<file path="config.mk">
export PLATFORM = sky130hd
export DESIGN_NAME = nshot_modifier_fsm_unit
export DESIGN_NICKNAME = d
export VERILOG_FILES = /design/src/hdl/nshot_pkg.sv /design/src/hdl/nshot_csr.sv /design/src/hdl/nshot_entry.sv /design/src/hdl/nshot_modifier_fsm_unit.sv
export SDC_FILE = /design/constraint.sdc
export NUM_CORES = 1
export LEC_CHECK = 0
export ABC_AREA = 1
export CAP_MARGIN = 30
export CORE_MARGIN = 5
export CORE_UTILIZATION = 65
export CTS_CLUSTER_DIAMETER = 150
export DETAILED_ROUTE_END_ITERATION = 8
export DONT_BUFFER_PORTS = 1
export PLACE_DENSITY = 0.87
export SLEW_MARGIN = 40
export SYNTH_ARGS = -nofsm -noshare
export SYNTH_HDL_FRONTEND = slang
export SYNTH_SLANG_ARGS = --single-unit
</file>
<file path="constraint.sdc">
create_clock -name clock -period 4.07 [get_ports clock]
set_input_delay 0.6105 -clock clock [delete_from_list [all_inputs] [get_ports clock]]
set_output_delay 0.6105 -clock clock [all_outputs]
set_load 0.05 [all_outputs]
</file>
<file path="src/hdl/nshot_pkg.sv">
package nshot_pkg;

   localparam int MAX_ENTRIES         = 4;
   localparam int NUM_ENTRIES_DEFAULT = 4;

   localparam int KEY_W   = 16;
   localparam int MODS_W  = 8;
   localparam int COUNT_W = 8;
   localparam int CSR_INDEX_W = 8;
   localparam int CSR_DATA_W  = 64;

   // register indexes of the configuration port
   localparam logic [CSR_INDEX_W-1:0] CSR_TRIGGER_CODES  = 8'd0;
   localparam logic [CSR_INDEX_W-1:0] CSR_MAX_SHOTS      = 8'd1;
   localparam logic [CSR_INDEX_W-1:0] CSR_MODIFIER_MASKS = 8'd2;
   localparam logic [CSR_INDEX_W-1:0] CSR_ROLL_ENABLES   = 8'd3;

   localparam logic [63:0] TRIGGER_CODES_RESET  = 64'h0;
   localparam logic [31:0] MAX_SHOTS_RESET      = 32'h0101_0101;
   localparam logic [31:0] MODIFIER_MASKS_RESET = 32'h0;
   localparam logic [3:0]  ROLL_ENABLES_RESET   = 4'h0;

   typedef enum logic [1:0] {
      MODE_IDLE        = 2'd0,
      MODE_DOWN_UNUSED = 2'd1,
      MODE_DOWN_USED   = 2'd2,
      MODE_QUEUED      = 2'd3
   } mode_type;

   typedef struct packed {
      logic [KEY_W-1:0] keycode;
      logic             action;
      logic             is_cancel;
      logic             is_ignored;
   } key_event_type;

   typedef struct packed {
      logic [KEY_W-1:0]   trigger;
      logic [MODS_W-1:0]  mask;
      logic [COUNT_W-1:0] target;
      logic               roll;
   } entry_cfg_type;

   typedef struct packed {
      logic [MODS_W-1:0] press_mask;
      logic [MODS_W-1:0] rel_mask;
   } entry_out_type;

endpackage

</file>
<file path="src/hdl/nshot_csr.sv">
module nshot_csr import nshot_pkg::*; (
   input  logic                   clock,
   input  logic                   reset,
   input  logic                   csr_valid,
   output logic                   csr_ready,
   input  logic [CSR_INDEX_W-1:0] csr_index,
   input  logic [CSR_DATA_W-1:0]  csr_wdata,
   output entry_cfg_type          entry_cfg [MAX_ENTRIES]
);

   logic [63:0] trigger_codes_ff, trigger_codes_in;
   logic [31:0] max_shots_ff, max_shots_in;
   logic [31:0] modifier_masks_ff, modifier_masks_in;
   logic [3:0]  roll_enables_ff, roll_enables_in;

   assign csr_ready = 1'b1;

   always_comb begin
      trigger_codes_in  = trigger_codes_ff;
      max_shots_in      = max_shots_ff;
      modifier_masks_in = modifier_masks_ff;
      roll_enables_in   = roll_enables_ff;
      if (csr_valid) begin
         case (csr_index)
            CSR_TRIGGER_CODES:  trigger_codes_in  = csr_wdata;
            CSR_MAX_SHOTS:      max_shots_in      = csr_wdata[31:0];
            CSR_MODIFIER_MASKS: modifier_masks_in = csr_wdata[31:0];
            CSR_ROLL_ENABLES:   roll_enables_in   = csr_wdata[3:0];
            default: ;
         endcase
      end
   end

   always_ff @(posedge clock) begin
      if (reset) begin
         trigger_codes_ff  <= TRIGGER_CODES_RESET;
         max_shots_ff      <= MAX_SHOTS_RESET;
         modifier_masks_ff <= MODIFIER_MASKS_RESET;
         roll_enables_ff   <= ROLL_ENABLES_RESET;
      end else begin
         trigger_codes_ff  <= trigger_codes_in;
         max_shots_ff      <= max_shots_in;
         modifier_masks_ff <= modifier_masks_in;
         roll_enables_ff   <= roll_enables_in;
      end
   end

   // target is twice the shot limit, wrapped to the counter width
   always_comb begin
      for (int e = 0; e < MAX_ENTRIES; e++) begin
         entry_cfg[e].trigger = trigger_codes_ff[KEY_W*e +: KEY_W];
         entry_cfg[e].mask    = modifier_masks_ff[MODS_W*e +: MODS_W];
         entry_cfg[e].target  = {max_shots_ff[COUNT_W*e +: COUNT_W-1], 1'b0};
         entry_cfg[e].roll    = roll_enables_ff[e];
      end
   end

endmodule

</file>
<file path="src/hdl/nshot_entry.sv">
module nshot_entry import nshot_pkg::*; (
   input  logic          clock,
   input  logic          reset,
   input  logic          fire,
   input  key_event_type ev,
   input  entry_cfg_type cfg,
   output entry_out_type result
);

   mode_type           mode_ff, mode_in;
   logic [COUNT_W-1:0] count_ff, count_in;
   logic               skd_ff, skd_in;
   logic [COUNT_W-1:0] count_inc;
   logic [COUNT_W-1:0] count_rel;
   logic               is_trigger;

   assign is_trigger = (ev.keycode == cfg.trigger);
   assign count_inc  = count_ff + COUNT_W'(1);
   // a release counts only once a key went down after the trigger press, or with roll
   assign count_rel  = skd_ff ? count_inc : count_ff;

   // next state
   always_comb begin
      mode_in  = mode_ff;
      count_in = count_ff;
      skd_in   = skd_ff;
      if (fire) begin
         if (is_trigger) begin
            if (ev.action) begin
               mode_in  = MODE_DOWN_UNUSED;
               count_in = '0;
               skd_in   = cfg.roll;
            end else if (mode_ff == MODE_DOWN_UNUSED) begin
               mode_in = MODE_QUEUED;
            end else if (mode_ff == MODE_DOWN_USED) begin
               mode_in = MODE_IDLE;
            end
         end else if (ev.action) begin
            if (ev.is_cancel && mode_ff != MODE_IDLE) begin
               mode_in  = MODE_IDLE;
               count_in = '0;
               skd_in   = cfg.roll;
            end else if (mode_ff == MODE_QUEUED && !ev.is_ignored) begin
               if (count_inc == cfg.target) begin
                  mode_in  = MODE_IDLE;
                  count_in = '0;
                  skd_in   = cfg.roll;
               end else begin
                  count_in = count_inc;
                  skd_in   = 1'b1;
               end
            end else if (mode_ff == MODE_DOWN_UNUSED) begin
               skd_in = 1'b1;
            end
         end else if (!ev.is_ignored) begin
            if (mode_ff == MODE_DOWN_UNUSED) begin
               if (skd_ff) mode_in = MODE_DOWN_USED;
            end else if (mode_ff == MODE_QUEUED) begin
               if (count_rel == cfg.target) begin
                  mode_in  = MODE_IDLE;
                  count_in = '0;
                  skd_in   = cfg.roll;
               end else begin
                  count_in = count_rel;
               end
            end
         end
      end
   end

   // outputs: every drop from an active mode back to idle unregisters the mask
   always_comb begin
      result.press_mask = (fire && is_trigger && ev.action && mode_ff == MODE_IDLE)
                          ? cfg.mask : '0;
      result.rel_mask   = (fire && mode_ff != MODE_IDLE && mode_in == MODE_IDLE)
                          ? cfg.mask : '0;
   end

   always_ff @(posedge clock) begin
      if (reset) begin
         mode_ff  <= MODE_IDLE;
         count_ff <= '0;
         skd_ff   <= 1'b0;
      end else begin
         mode_ff  <= mode_in;
         count_ff <= count_in;
         skd_ff   <= skd_in;
      end
   end

endmodule

</file>
<file path="src/hdl/nshot_modifier_fsm_unit.sv">
// channel   | ports                                          | direction
// ----------+------------------------------------------------+----------
// request   | req_valid/req_ready, keycode, action, flags    | in
// response  | rsp_valid/rsp_ready, mods_press, mods_release  | out
// csr write | csr_valid/csr_ready, csr_index, csr_wdata      | in
//
// one request per cycle sustained while responses are taken; the response
// register loads as the request leaves the input register: one input register,
// then all entries update in parallel with the response register load.
// reset returns every entry to up idle and the registers to their defaults.
// a stalled response holds the pipe; the input register still takes a
// request while it is empty.
module nshot_modifier_fsm_unit import nshot_pkg::*; #(
   parameter int NUM_ENTRIES = NUM_ENTRIES_DEFAULT
) (
   input  logic                   clock,
   input  logic                   reset,
   input  logic                   req_valid,
   output logic                   req_ready,
   input  logic [KEY_W-1:0]       req_keycode,
   input  logic                   req_action,
   input  logic                   req_is_cancel,
   input  logic                   req_is_ignored,
   output logic                   rsp_valid,
   input  logic                   rsp_ready,
   output logic [MODS_W-1:0]      rsp_mods_press,
   output logic [MODS_W-1:0]      rsp_mods_release,
   input  logic                   csr_valid,
   output logic                   csr_ready,
   input  logic [CSR_INDEX_W-1:0] csr_index,
   input  logic [CSR_DATA_W-1:0]  csr_wdata
);

   entry_cfg_type entry_cfg [MAX_ENTRIES];
   entry_out_type entry_res [NUM_ENTRIES];

   key_event_type     event_ff, event_in;
   logic              in_valid_ff, in_valid_in;
   logic              out_valid_ff, out_valid_in;
   logic [MODS_W-1:0] press_ff, press_in;
   logic [MODS_W-1:0] rel_ff, rel_in;
   logic              fire;
   logic              req_take;

   nshot_csr u_csr (
      .clock     (clock),
      .reset     (reset),
      .csr_valid (csr_valid),
      .csr_ready (csr_ready),
      .csr_index (csr_index),
      .csr_wdata (csr_wdata),
      .entry_cfg (entry_cfg)
   );

   assign fire      = in_valid_ff && (!out_valid_ff || rsp_ready);
   assign req_ready = !in_valid_ff || fire;
   assign req_take  = req_valid && req_ready;

   for (genvar e = 0; e < NUM_ENTRIES; e++) begin : g_entry
      nshot_entry u_entry (
         .clock  (clock),
         .reset  (reset),
         .fire   (fire),
         .ev     (event_ff),
         .cfg    (entry_cfg[e]),
         .result (entry_res[e])
      );
   end

   always_comb begin
      event_in.keycode    = req_keycode;
      event_in.action     = req_action;
      event_in.is_cancel  = req_is_cancel;
      event_in.is_ignored = req_is_ignored;
      in_valid_in  = req_take || (in_valid_ff && !fire);
      out_valid_in = fire || (out_valid_ff && !rsp_ready);
      press_in = '0;
      rel_in   = '0;
      for (int e = 0; e < NUM_ENTRIES; e++) begin
         press_in = press_in | entry_res[e].press_mask;
         rel_in   = rel_in | entry_res[e].rel_mask;
      end
   end

   always_ff @(posedge clock) begin
      if (reset) begin
         in_valid_ff  <= 1'b0;
         out_valid_ff <= 1'b0;
      end else begin
         in_valid_ff  <= in_valid_in;
         out_valid_ff <= out_valid_in;
      end
   end

   always_ff @(posedge clock) begin
      if (req_take) event_ff <= event_in;
      if (fire) begin
         press_ff <= press_in;
         rel_ff   <= rel_in;
      end
   end

   assign rsp_valid        = out_valid_ff;
   assign rsp_mods_press   = press_ff;
   assign rsp_mods_release = rel_ff;

endmodule

</file>
[After elaboration in Yosys (flattened, before gate mapping)]
Index checks and enable logic that the tools add are counted.
Operators by class
  $add $sub $neg: 4
  shift-type cells: 0
  equal/unequal tests: 44
  muxes and demuxes: 149
  magnitude comparators: 0
  div/mod/pow operators: 0
  bitwise logic cells: 6
  reductions and logical operators: 74
  multipliers: 0
Operators by type and width (count)
  $mux W8: 49
  $mux W2: 56
  $eq A16 B16 Y1: 4
  $eq A8 B8 Y1: 8
  $or A8 B8 Y8: 6
  $mux W1: 44
  $add A8 B1 Y8 const B: 4
  $logic_and A1 B1 Y1: 32
  $reduce_and A7 Y1: 4
  $reduce_and A6 Y1: 4
  $reduce_bool A2 Y1: 12
  $ne A5 B1 Y1 const B: 4
  $eq A2 B2 Y1 const B: 8
  $eq A8 B2 Y1 const B: 2
  $logic_not A2 Y1: 8
  $ne A2 B2 Y1 const B: 8
  $ne A4 B1 Y1 const B: 4
  $eq A2 B1 Y1 const B: 4
  $eq A8 B1 Y1 const B: 1
  $logic_not A8 Y1: 1
  $reduce_and A2 Y1: 4
  $logic_not A1 Y1: 5
  $logic_or A1 B1 Y1: 4
  $ne A2 B1 Y1 const B: 1
Word-level totals
  word-level logic and storage cells: 301
  memory bits (read-only): 0
  input port bits: 96
  bits in registers: 212
  output and inout port bits: 19
  memories: 0
  latch bits: 0
  memory bits (writable): 0

[Longest topological paths before layout]
Gate-level depths: netlist (run 1).
  depth after elaboration: 16
  mapped depth: 18
  gate-level depth less buffers: 18

[By module]
Synthesis (run 1) repeated with hierarchy kept, for this count alone.
Second synthesis, totals
  cell total of the unflattened synthesis: 2112
  area, all modules: 13269.0 um^2
Modules (own cells, without submodules)
  nshot_csr: instances 1, cells each 789, seq. area each 2562.5 um^2, area an instance 5502.8 um^2
  nshot_entry at g_entry[1].u_entry ...: instances 3, cells each 300, seq. area each 220.2 um^2, area an instance 1574.0 um^2
  nshot_entry at g_entry[0].u_entry: instances 1, cells each 328, seq. area each 220.2 um^2, area an instance 1721.7 um^2
  nshot_modifier_fsm_unit: instances 1, cells each 95, seq. area each 1091.0 um^2, area an instance 1322.5 um^2

[Worst setup path before layout (run 1)]
Ideal clock, no wire load.
  path kind: input-to-reg
  start point: input port rsp_ready
  end point: register press_ff[0] (netlist: rsp_mods_press[0]) (data pin)
  arrival: 2.305 ns
  path buffers: 1
  stages: 9
  data required time: 3.900 ns
  slack: 1.594 ns
  library setup time: 0.170 ns
  cells stage by stage: inv_1 -> nand2_1 -> nand2_1 -> clkinv_1 -> clkbuf_1 -> nand4_1 -> o22ai_1 -> inv_1 -> o221ai_1
On the way
  word-level cells in the longest chain between the ends: 9
  elaborated cells between the ends (all ways): 21
  those cells by class: 4 x mux; 3 x bitwise; 14 x reduce/logical
Ends and longest elaborated chain
  from (decl): line nshot_modifier_fsm_unit.sv:25  | input logic rsp_ready,
  $logic_or A1 B1 Y1 *: line nshot_modifier_fsm_unit.sv:55  | assign fire = in_valid_ff && (!out_valid_ff || rsp_ready);
  $logic_and A1 B1 Y1 *: line nshot_modifier_fsm_unit.sv:55
  via fire: line nshot_modifier_fsm_unit.sv:42  | logic fire;
  $logic_and A1 B1 Y1 (3 in a row): line nshot_entry.sv:73  | result.press_mask = (fire && is_trigger && ev.action && mode_ff == MODE_IDLE)
  $mux W8: line nshot_entry.sv:74  | ? cfg.mask : '0;
  $or A8 B8 Y8 (2 in a row): line nshot_modifier_fsm_unit.sv:80  | press_in = press_in | entry_res[e].press_mask;
  $or A8 B8 Y8 *: line nshot_modifier_fsm_unit.sv:80
  via press_in[0]: line nshot_modifier_fsm_unit.sv:40  | logic [MODS_W-1:0] press_ff, press_in;
  to (signal assigned): line nshot_modifier_fsm_unit.sv:98  | press_ff <= press_in;
  to (decl): line nshot_modifier_fsm_unit.sv:40
The timed path passes the listed nets; every way through them passes the cells marked *.
A chain may end at the register's enable or synchronous reset.

[Worst setup path in the final report (run 1)]
  start point: register out_valid_ff (netlist: rsp_valid)
  end point: register rel_ff[4] (netlist: rsp_mods_release[4]) (data pin)
On the way
  word-level cells in the longest chain between the ends: 10
  elaborated cells between the ends (all ways): 26
  those cells by class: 8 x mux; 3 x bitwise; 15 x reduce/logical
Ends and longest elaborated chain
  from (decl): line nshot_modifier_fsm_unit.sv:39  | logic out_valid_ff, out_valid_in;
  from (signal assigned): line nshot_modifier_fsm_unit.sv:91  | out_valid_ff <= out_valid_in;
  $logic_not A1 Y1 *: line nshot_modifier_fsm_unit.sv:55
  $logic_or A1 B1 Y1 *: line nshot_modifier_fsm_unit.sv:55
  $logic_and A1 B1 Y1 *: line nshot_modifier_fsm_unit.sv:55
  $mux W2: line nshot_entry.sv:27  | if (fire) begin
  $logic_not A2 Y1: line nshot_entry.sv:75  | result.rel_mask = (fire && mode_ff != MODE_IDLE && mode_in == MODE_IDLE)
  $logic_and A1 B1 Y1: line nshot_entry.sv:75
  $mux W8: line nshot_entry.sv:76  | ? cfg.mask : '0;
  $or A8 B8 Y8 (2 in a row): line nshot_modifier_fsm_unit.sv:81  | rel_in = rel_in | entry_res[e].rel_mask;
  $or A8 B8 Y8 *: line nshot_modifier_fsm_unit.sv:81
  via rel_in[4]: line nshot_modifier_fsm_unit.sv:41  | logic [MODS_W-1:0] rel_ff, rel_in;
  to (signal assigned): line nshot_modifier_fsm_unit.sv:99  | rel_ff <= rel_in;
  to (decl): line nshot_modifier_fsm_unit.sv:41
Marked as above.

==> impl_metrics.env, run 1 <==
export IMPL_outcome="finished, final reports clean"
export IMPL_dp_hpwl_um=25000
export IMPL_max_slew_margin_pct=50.0
export IMPL_h_tree_depth=1
export IMPL_rows=50
export IMPL_grt_overflow_total=0
export IMPL_end_kind="flop"
export IMPL_grt_busiest_layer="met2"
export IMPL_grt_met3_usage_pct=5.28
export IMPL_synth_area_mm2=0.0121
export IMPL_final_cell_area_mm2=0.0129
export IMPL_dpl_worst_slack_ps=1170
export IMPL_portBuffers=0
export IMPL_synth_edff_count=35
export IMPL_antenna_found_initial=0
export IMPL_critPathLaunch="rsp_valid$_SDFF_PP0_"
export IMPL_ant_nets=0
export IMPL_place_area_mm2=0.0121
export IMPL_clkLatencyLatePin_ps=510
export IMPL_vdd_drop_max_v=0.000341
export IMPL_crit_path_max_fanout=25
export IMPL_nNetsFinal=1805
export IMPL_startpoint_type="flop"
export IMPL_tns_ps=0
export IMPL_hp_class="in2reg"
export IMPL_reg2reg_depth=10
export IMPL_cp_data_required_time_ps=4310
export IMPL_reg2reg_to="rsp_mods_release[4]$_DFFE_PP_"
export IMPL_numClockSinks=209
export IMPL_cts_resized=0
export IMPL_grt_max_degree=91
export IMPL_synthCells=1754
export IMPL_cellLeakagePower_nw=5.20
export IMPL_grt_pass1_vias=11100
export IMPL_drcViolationCount=0
export IMPL_min_period_over_period_pct=73.2
export IMPL_r2r_start="rsp_valid$_SDFF_PP0_"
export IMPL_hold_viol=0
export IMPL_grt_usage_pct=31.5
export IMPL_layout_commonest_cell="nand2_1"
export IMPL_stdcell_count=1956
export IMPL_crit_end="rsp_mods_release[4]$_DFFE_PP_"
export IMPL_critical_path_class="reg2reg"
export IMPL_tightest_slew_ps=751
export IMPL_setup_ws_ps=1090
export IMPL_syn_nets=1854
export IMPL_die_y_um=147
export IMPL_max_freq_mhz=335
export IMPL_final_setup_viol_count=0
export IMPL_cts_root_buf="clkbuf_16"
export IMPL_hold_buffers=0
export IMPL_first_pass_iters=6
export IMPL_vias_per_cell=6.06
export IMPL_power_mw=4.75
export IMPL_ys_warn_count=0
export IMPL_cts_buffers=22
export IMPL_routed_wl_um=34900
export IMPL_fin_util_pct=69.8
export IMPL_cts_buffer_depth=3
export IMPL_crit_arrival_ps=3220
export IMPL_p_per_area_mw_per_mm2=367
export IMPL_async_reset_ff_share_pct=0
export IMPL_grt_pass1_wl_um=55900
export IMPL_cts_tree="done"
export IMPL_drv_cap=0
export IMPL_gp_congestion=0.943
export IMPL_die_width_um=147
export IMPL_dpl_cell_count=1915
export IMPL_whs_ps=164
export IMPL_start_util_pct=65.4
export IMPL_met2_usage_pct=52.9
export IMPL_drive_above_1_share_pct=8.95
export IMPL_die_area_mm2=0.0215
export IMPL_placeableCoreArea_mm2=0.0185
export IMPL_ys_flop_type="dfxtp_1"
export IMPL_ys_ff_latch=209
export IMPL_final_min_clock_period_ps=2980
export IMPL_clk_pin_slew_worst_paths_ps=70
export IMPL_maxSlewViolCount=0
export IMPL_rrSetupSlack_ps=1090
export IMPL_drt_iter0_markers=1294
export IMPL_ys_seq_area_share_pct=37.4
export IMPL_final_cell_mix="nand2_1, inv_1, dfxtp_1, nand3_1, o21ai_0"
export IMPL_boundaryPins=115
export IMPL_clock_skew_ps=18.4
export IMPL_syn_to_final_growth_pct=6.67
export IMPL_num_vias=11800
export IMPL_wl_per_cell_um=17.9
export IMPL_avgSynthCellArea_um2=6.91
export IMPL_post_cts_repair_setup_buffers=0
export IMPL_netlist_cell_type_count=52
export IMPL_whs_path_depth=1
export IMPL_rsz0062_at_grt="false"
export IMPL_use_met1_pct=40.0
==> per-layer routing <==
metal,vias up,routed length (µm)
met3,107,3400
met2,630,16500
li1,5687,-
met5,-,0
met4,0,1620
met1,5425,13400
==> worst max-delay path: stages, from the launching register on <==
cell and delay (ps):
dfxtp_1 680, nand2_1 150, nand2_1 410, clkinv_1 330, buf_4 330, nand2_1 110
a31oi_1 50, nand2_1 80, nand2_1 250, nand4_1 200, nand4_1 110
==> how the worst min path moves through the flow <==
stage	start	endpoint	slack, ps
3_5_place_dp	u_csr.trigger_codes_ff[52]$_SDFFE_PP0P_	u_csr.trigger_codes_ff[52]$_SDFFE_PP0P_	470
3_3_place_gp	in_valid_ff$_SDFF_PP0_	rsp_valid$_SDFF_PP0_	450
5_1_grt	reset	g_entry[2].u_entry.count_ff[4]$_SDFFE_PP0P_	150
6_report	reset	g_entry[2].u_entry.count_ff[4]$_SDFFE_PP0P_	160
4_1_cts	reset	g_entry[1].u_entry.count_ff[0]$_SDFFE_PP0P_	160
2_1_floorplan	u_csr.roll_enables_ff[3]$_SDFFE_PP0P_	g_entry[3].u_entry.skd_ff$_SDFFE_PP0P_	440
==> flip-flops by register name, summed over array words and instances (netlist names) <==
name and count:
rsp_mods_press 8, u_csr.modifier_masks_ff 32, g_entry.u_entry.count_ff 32, in_valid_ff 1, g_entry.u_entry.mode_ff 8, g_entry.u_entry.skd_ff 4
rsp_mods_release 8, rsp_valid 1, event_ff 19, u_csr.max_shots_ff 28, u_csr.trigger_codes_ff 64, u_csr.roll_enables_ff 4
==> where the power goes <==
part | internal (mW) | switching (mW)
sequential | 2.13 | 0.0733
combinational | 0.0950 | 0.233
clock | 1.37 | 0.848
total | 3.59 | 1.15
==> synth_stat cells, drive strengths merged (5+ instances only) <==
master	n	area, µm²
a21oi	159	852
a31oi	5	31.3
buf	22	146
clkbuf	60	255
dfxtp	174	3480
edfxtp	35	1050
inv	204	766
nand2	451	1810
nand3	176	946
nand4	39	263
nor2	138	632
nor3	11	65.1
o21ai	152	761
o221ai	8	70.1
o22ai	33	206
or2	9	56.3
xnor2	48	435
xor2	10	87.6
==> cell families after synthesis <==
kind of cell | synth area share (%)
AO/OA/AOI/OAI | 16.3
buffers and inverters | 9.77
adder cells (fa/ha/maj) | 0.413
XOR/XNOR | 4.32
AND/OR/NAND/NOR | 31.7
flip-flops | 37.4
other | 0.0310
==> final cells by class <==
type | count | area, µm²
Sequential cell | 209 | 4530
Clock inverter | 9 | 150
Fill cell | 1517 | 5590
Timing Repair Buffer | 9 | 87.6
Tap cell | 234 | 293
Antenna cell | 1 | 2.50
Clock buffer | 31 | 647
Inverter | 207 | 785
Multi-Input combinational cell | 1256 | 6420
Note: power is estimated with default switching activity, not from simulation.
==> inputs of run 2 (changes only) <==
- clock period: 4.07 -> 2.9 ns (I/O delays scaled with it)
==> impl_metrics.env, run 2 (synthesis gave the netlist of run 1 again) <==
export IMPL_hp_class="in2reg"
export IMPL_maxSlewViolCount=0
export IMPL_outcome="finished, final reports clean"
export IMPL_max_stage_delay_ps=500
export IMPL_ant_nets=0
export IMPL_cts_buffers=23
export IMPL_grt_overflow_total=0
export IMPL_fin_util_pct=70.8
export IMPL_grt_usage_pct=31.9
export IMPL_cts_tree="done"
export IMPL_routed_wl_um=35600
export IMPL_portBuffers=0
export IMPL_drcViolationCount=0
export IMPL_antenna_found_initial=1
export IMPL_reg_largest_list="u_csr.trigger_codes_ff x64, g_entry.u_entry.count_ff x32, u_csr.modifier_masks_ff x32"
export IMPL_largest_reg_flops=64
export IMPL_drt_iter0_markers=1327
export IMPL_boundaryPins=115
export IMPL_cp_data_required_time_ps=3280
export IMPL_cp_slowest_cell="dfxtp_1"
export IMPL_wl_per_cell_um=18.0
export IMPL_startpoint_type="flop"
export IMPL_cts_buffer_depth=3
export IMPL_grt_pass1_vias=10900
export IMPL_nNetsFinal=1832
export IMPL_dp_hpwl_um=25200
export IMPL_final_min_clock_period_ps=2660
export IMPL_cellLeakagePower_nw=5.29
export IMPL_clk_pin_slew_worst_paths_ps=60
export IMPL_clkLatencyLatePin_ps=520
export IMPL_regMostFlops="u_csr.trigger_codes_ff"
export IMPL_vdd_drop_max_v=0.000610
export IMPL_min_period_over_period_pct=91.7
export IMPL_use_met1_pct=41.2
export IMPL_hold_viol=0
export IMPL_clockPowerShare_pct=44.3
export IMPL_tightest_slew_ps=768
export IMPL_die_y_um=147
export IMPL_gp_congestion=1.01
export IMPL_numClockSinks=209
export IMPL_pwr_share_comb_pct=8.0
export IMPL_syn_to_final_growth_pct=8.22
export IMPL_layout_commonest_cell="nand2_1"
export IMPL_final_cell_area_mm2=0.0131
export IMPL_placeableCoreArea_mm2=0.0185
export IMPL_final_cell_mix="nand2_1, inv_1, dfxtp_1, nand3_1, o21ai_0"
export IMPL_rsz0062_at_grt="false"
export IMPL_end_kind="flop"
export IMPL_p_per_area_mw_per_mm2=493
export IMPL_path_cells="ha_1 -> nand2_1 -> nand3_1 -> nand2_1 -> nand2_1 -> nand2_1 -> nor2_1 -> nand2_1 -> nor2_1 -> nand3_2 -> nand2_1 -> nand2_1 -> nand2_1 -> nand2_2 -> a21oi_4 -> nand3_1 -> nand4_1"
export IMPL_cts_root_buf="clkbuf_16"
export IMPL_die_area_mm2=0.0215
export IMPL_drive_above_1_share_pct=9.61
export IMPL_die_width_um=147
export IMPL_final_setup_viol_count=0
export IMPL_max_freq_mhz=376
export IMPL_first_pass_iters=7
export IMPL_start_util_pct=65.4
export IMPL_grt_met3_usage_pct=5.12
export IMPL_clock_skew_ps=14.8
export IMPL_seq_power_share_pct=47.7
export IMPL_netSwitchingPower_mw=1.67
export IMPL_max_slew_margin_pct=48.8
export IMPL_grt_pass1_wl_um=56500
export IMPL_num_vias=11900
export IMPL_power_mw=6.46
export IMPL_swShare_pct=25.9
export IMPL_internal_power_mw=4.79
export IMPL_critPathTopFamily="simple AND/OR/NAND/NOR gates"
export IMPL_crit_arrival_ps=3040
export IMPL_crit_path_frequent_cell="nand2_1"
export IMPL_vias_per_cell=6.02
export IMPL_h_tree_depth=1
export IMPL_drv_cap=0
export IMPL_grt_max_degree=91
export IMPL_met2_usage_pct=52.2
export IMPL_post_cts_repair_setup_buffers=0
export IMPL_critical_path_class="reg2reg"
export IMPL_rows=50
export IMPL_grt_busiest_layer="met2"
export IMPL_worst_path_buf_inv=0
export IMPL_crit_path_max_fanout=8
export IMPL_place_area_mm2=0.0122
export IMPL_tns_ps=0
run 2: power groups by stage:
stage               logic (mW)  registers, mW  clock network, mW
floorplan                0.380           3.11                  0
finish                   0.516           3.08               2.87
global route             0.554           3.08               3.01
global placement         0.458           3.14                  0
detailed placement       0.464           3.14                  0
CTS                      0.491           3.08               2.88
run 2: metal layers:
layer | vias to the layer above | share of wire, %
met5 | - | 0
met4 | 0 | 5.3
met3 | 134 | 8.8
met2 | 624 | 46
met1 | 5440 | 40
li1 | 5751 | -
run 2: path summary, 6_finish.rpt:
path	startpoint	endpoint	slack (ps)	depth (start not counted)
max	g_entry[1].u_entry.count_ff[0]$_SDFFE_PP0P_	rsp_mods_release[5]$_DFFE_PP_	240	17
min	req_keycode[9]	event_ff[12]$_DFFE_PP_	20	0
max reg2reg	g_entry[1].u_entry.count_ff[0]$_SDFFE_PP0P_	rsp_mods_release[5]$_DFFE_PP_	240	17
min reg2reg	in_valid_ff$_SDFF_PP0_	rsp_valid$_SDFF_PP0_	470	2
run 2: per-stage QoR:
| stage | hold slack, ps | setup WS, ps | cells |
|---|---|---|---|
| after floorplan | 441 | 507 | 1754 |
| after global placement | 443 | 333 | 1925 |
| after detailed placement | 453 | 303 | 1925 |
| after CTS | 1.78 | 288 | 1974 |
| after global routing | 7.69 | 5.96 | 1984 |
| final | 19.5 | 241 | 1984 |
run 2: what timing repair did:
action,4_1_cts,5_1_grt
hold endpoints to repair,49,9
hold buffers,7,9
endpoints found under the setup margin,0,8
gates resized for setup,0,2
run 2: layout make-up:
| class | count | area (µm²) |
|---|---|---|
| multi-input cells | 1256 | 6420 |
| fillers | 1500 | 5410 |
| flip-flops and latches | 209 | 4540 |
| inverters | 207 | 782 |
| clock buffers | 28 | 626 |
| repair buffers | 35 | 338 |
| well taps | 234 | 293 |
| clock inverters | 14 | 113 |
| diodes | 1 | 2.50 |
==> inputs of run 3 (changes only) <==
- CORE_ASPECT_RATIO: not set -> 1.2
==> impl_metrics.env, run 3 (synthesis gave the netlist of run 1 again) <==
export IMPL_boundaryPins=115
export IMPL_hp_class="in2reg"
export IMPL_final_min_clock_period_ps=2690
export IMPL_die_area_mm2=0.0215
export IMPL_whs_ps=24.9
export IMPL_p_per_area_mw_per_mm2=489
export IMPL_reg_largest_list="u_csr.trigger_codes_ff x64, g_entry.u_entry.count_ff x32, u_csr.modifier_masks_ff x32"
export IMPL_drcViolationCount=0
export IMPL_final_cell_mix="nand2_1, inv_1, dfxtp_1, nand3_1, o21ai_0"
export IMPL_h_tree_depth=1
export IMPL_vias_per_cell=6.17
export IMPL_portBuffers=0
export IMPL_hold_viol=0
export IMPL_vdd_drop_max_v=0.000591
export IMPL_r2r_start="g_entry[3].u_entry.count_ff[0]$_SDFFE_PP0P_"
export IMPL_regMostFlops="u_csr.trigger_codes_ff"
export IMPL_tns_ps=0
export IMPL_die_width_um=135
export IMPL_outcome="finished, final reports clean"
export IMPL_grt_usage_pct=31.9
export IMPL_grt_overflow_total=0
export IMPL_final_setup_viol_count=0
export IMPL_tightest_slew_ps=738
export IMPL_min_period_over_period_pct=92.9
export IMPL_rsz0062_at_grt="false"
export IMPL_rows=54
export IMPL_power_mw=6.33
export IMPL_maxSlewViolCount=0
export IMPL_cts_root_buf="clkbuf_16"
export IMPL_min_from="req_is_cancel"
export IMPL_cts_buffers=21
export IMPL_cts_tree="done"
export IMPL_startpoint_type="flop"
export IMPL_fin_util_pct=70.9
export IMPL_num_vias=12100
export IMPL_drive_above_1_share_pct=9.40
export IMPL_routed_top_layer="met5"
export IMPL_critPathLaunch="g_entry[3].u_entry.count_ff[0]$_SDFFE_PP0P_"
export IMPL_wl_met1_um=12700
export IMPL_max_slew_margin_pct=50.8
export IMPL_clkLatencyLatePin_ps=500
export IMPL_post_cts_repair_setup_buffers=0
export IMPL_grt_max_degree=91
export IMPL_grt_pass1_wl_um=56300
export IMPL_cp_data_required_time_ps=3260
export IMPL_cellLeakagePower_nw=5.22
export IMPL_crit_path_max_fanout=8
export IMPL_end_kind="flop"
export IMPL_cts_buffer_depth=3
export IMPL_crit_arrival_ps=3060
export IMPL_largest_reg_flops=64
export IMPL_die_y_um=160
export IMPL_clock_skew_ps=9.01
export IMPL_clk_pin_slew_worst_paths_ps=70
export IMPL_met2_length_um=16500
export IMPL_antenna_found_initial=1
export IMPL_dp_hpwl_um=25000
export IMPL_start_util_pct=66.4
export IMPL_routed_wl_um=35400
export IMPL_wl_met3_um=3460
export IMPL_ant_nets=0
export IMPL_syn_to_final_growth_pct=6.79
export IMPL_nNetsFinal=1819
export IMPL_max_freq_mhz=371
export IMPL_first_pass_iters=6
export IMPL_wl_per_cell_um=18.0
export IMPL_placeableCoreArea_mm2=0.0182
export IMPL_drv_cap=0
export IMPL_drt_iter0_markers=1772
export IMPL_grt_pass1_vias=11300
export IMPL_layout_commonest_cell="nand2_1"
export IMPL_critical_path_class="reg2reg"
export IMPL_numClockSinks=209
export IMPL_gp_congestion=1.01
==> run 3: worst paths after layout <==
| check | endpoint | slack [ps] | depth (start not counted) |
|---|---|---|---|
| worst max-delay path | rsp_mods_release[0]$_DFFE_PP_ | 210 | 17 |
| worst min register to register | u_csr.trigger_codes_ff[58]$_SDFFE_PP0P_ | 470 | 2 |
| worst min-delay path | event_ff[1]$_DFFE_PP_ | 20 | 0 |
| worst max register to register | rsp_mods_release[0]$_DFFE_PP_ | 210 | 17 |
==> run 3: cell type report <==
type / instances / area [µm²]
well taps: 224 / 280
repair buffers: 24 / 205
fillers: 1469 / 5310
multi-input cells: 1256 / 6430
clock inverters: 7 / 71.3
inverters: 207 / 782
flip-flops and latches: 209 / 4530
diodes: 1 / 2.50
clock buffers: 31 / 634
==> run 3: power breakdown <==
part / leakage (nW) / internal, mW / switching (mW) / total, mW
Clock: 0.347 / 1.61 / 1.13 / 2.75
Sequential: 1.74 / 2.99 / 0.0857 / 3.08
Combinational: 3.13 / 0.147 / 0.356 / 0.503
==> run 3: worst max-delay path, stage by stage, from the launching register on <==
cell and delay (ps):
dfxtp_1 480, ha_2 310, nand3_1 90, nand2_1 100, nand2_1 90, nand2_1 80, o21ai_0 110, nand2_1 90
nand2_1 70, nor2_2 120, nand3_2 130, nand2_1 130, nand2_1 70, nand2_1 70, nand2_2 80, a21oi_4 270
nand3_1 140, nand4_1 110
==> run 3: timing repair <==
item / in CTS / in global routing
gates resized for setup: 0 / 2
hold buffers: 6 / 1
endpoints found under the hold margin: 16 / 1
endpoints found under the setup margin: 0 / 8
==> run 3: through the flow <==
stage / setup slack (ps) / std cells / area, µm²
detailed placement: 320 / 1913 / 12200
CTS: 224 / 1957 / 12900
floorplan: 507 / 1754 / 12100
global route: 14.3 / 1958 / 12900
global placement: 385 / 1913 / 12200
finish: 205 / 1959 / 12900
==> run 3: per-layer routing <==
| layer | vias up | track usage [%] |
|---|---|---|
| met3 | 185 | 5.31 |
| li1 | 5697 | - |
| met5 | - | 0 |
| met2 | 718 | 53.3 |
| met1 | 5476 | 38.2 |
| met4 | 2 | 18.8 |
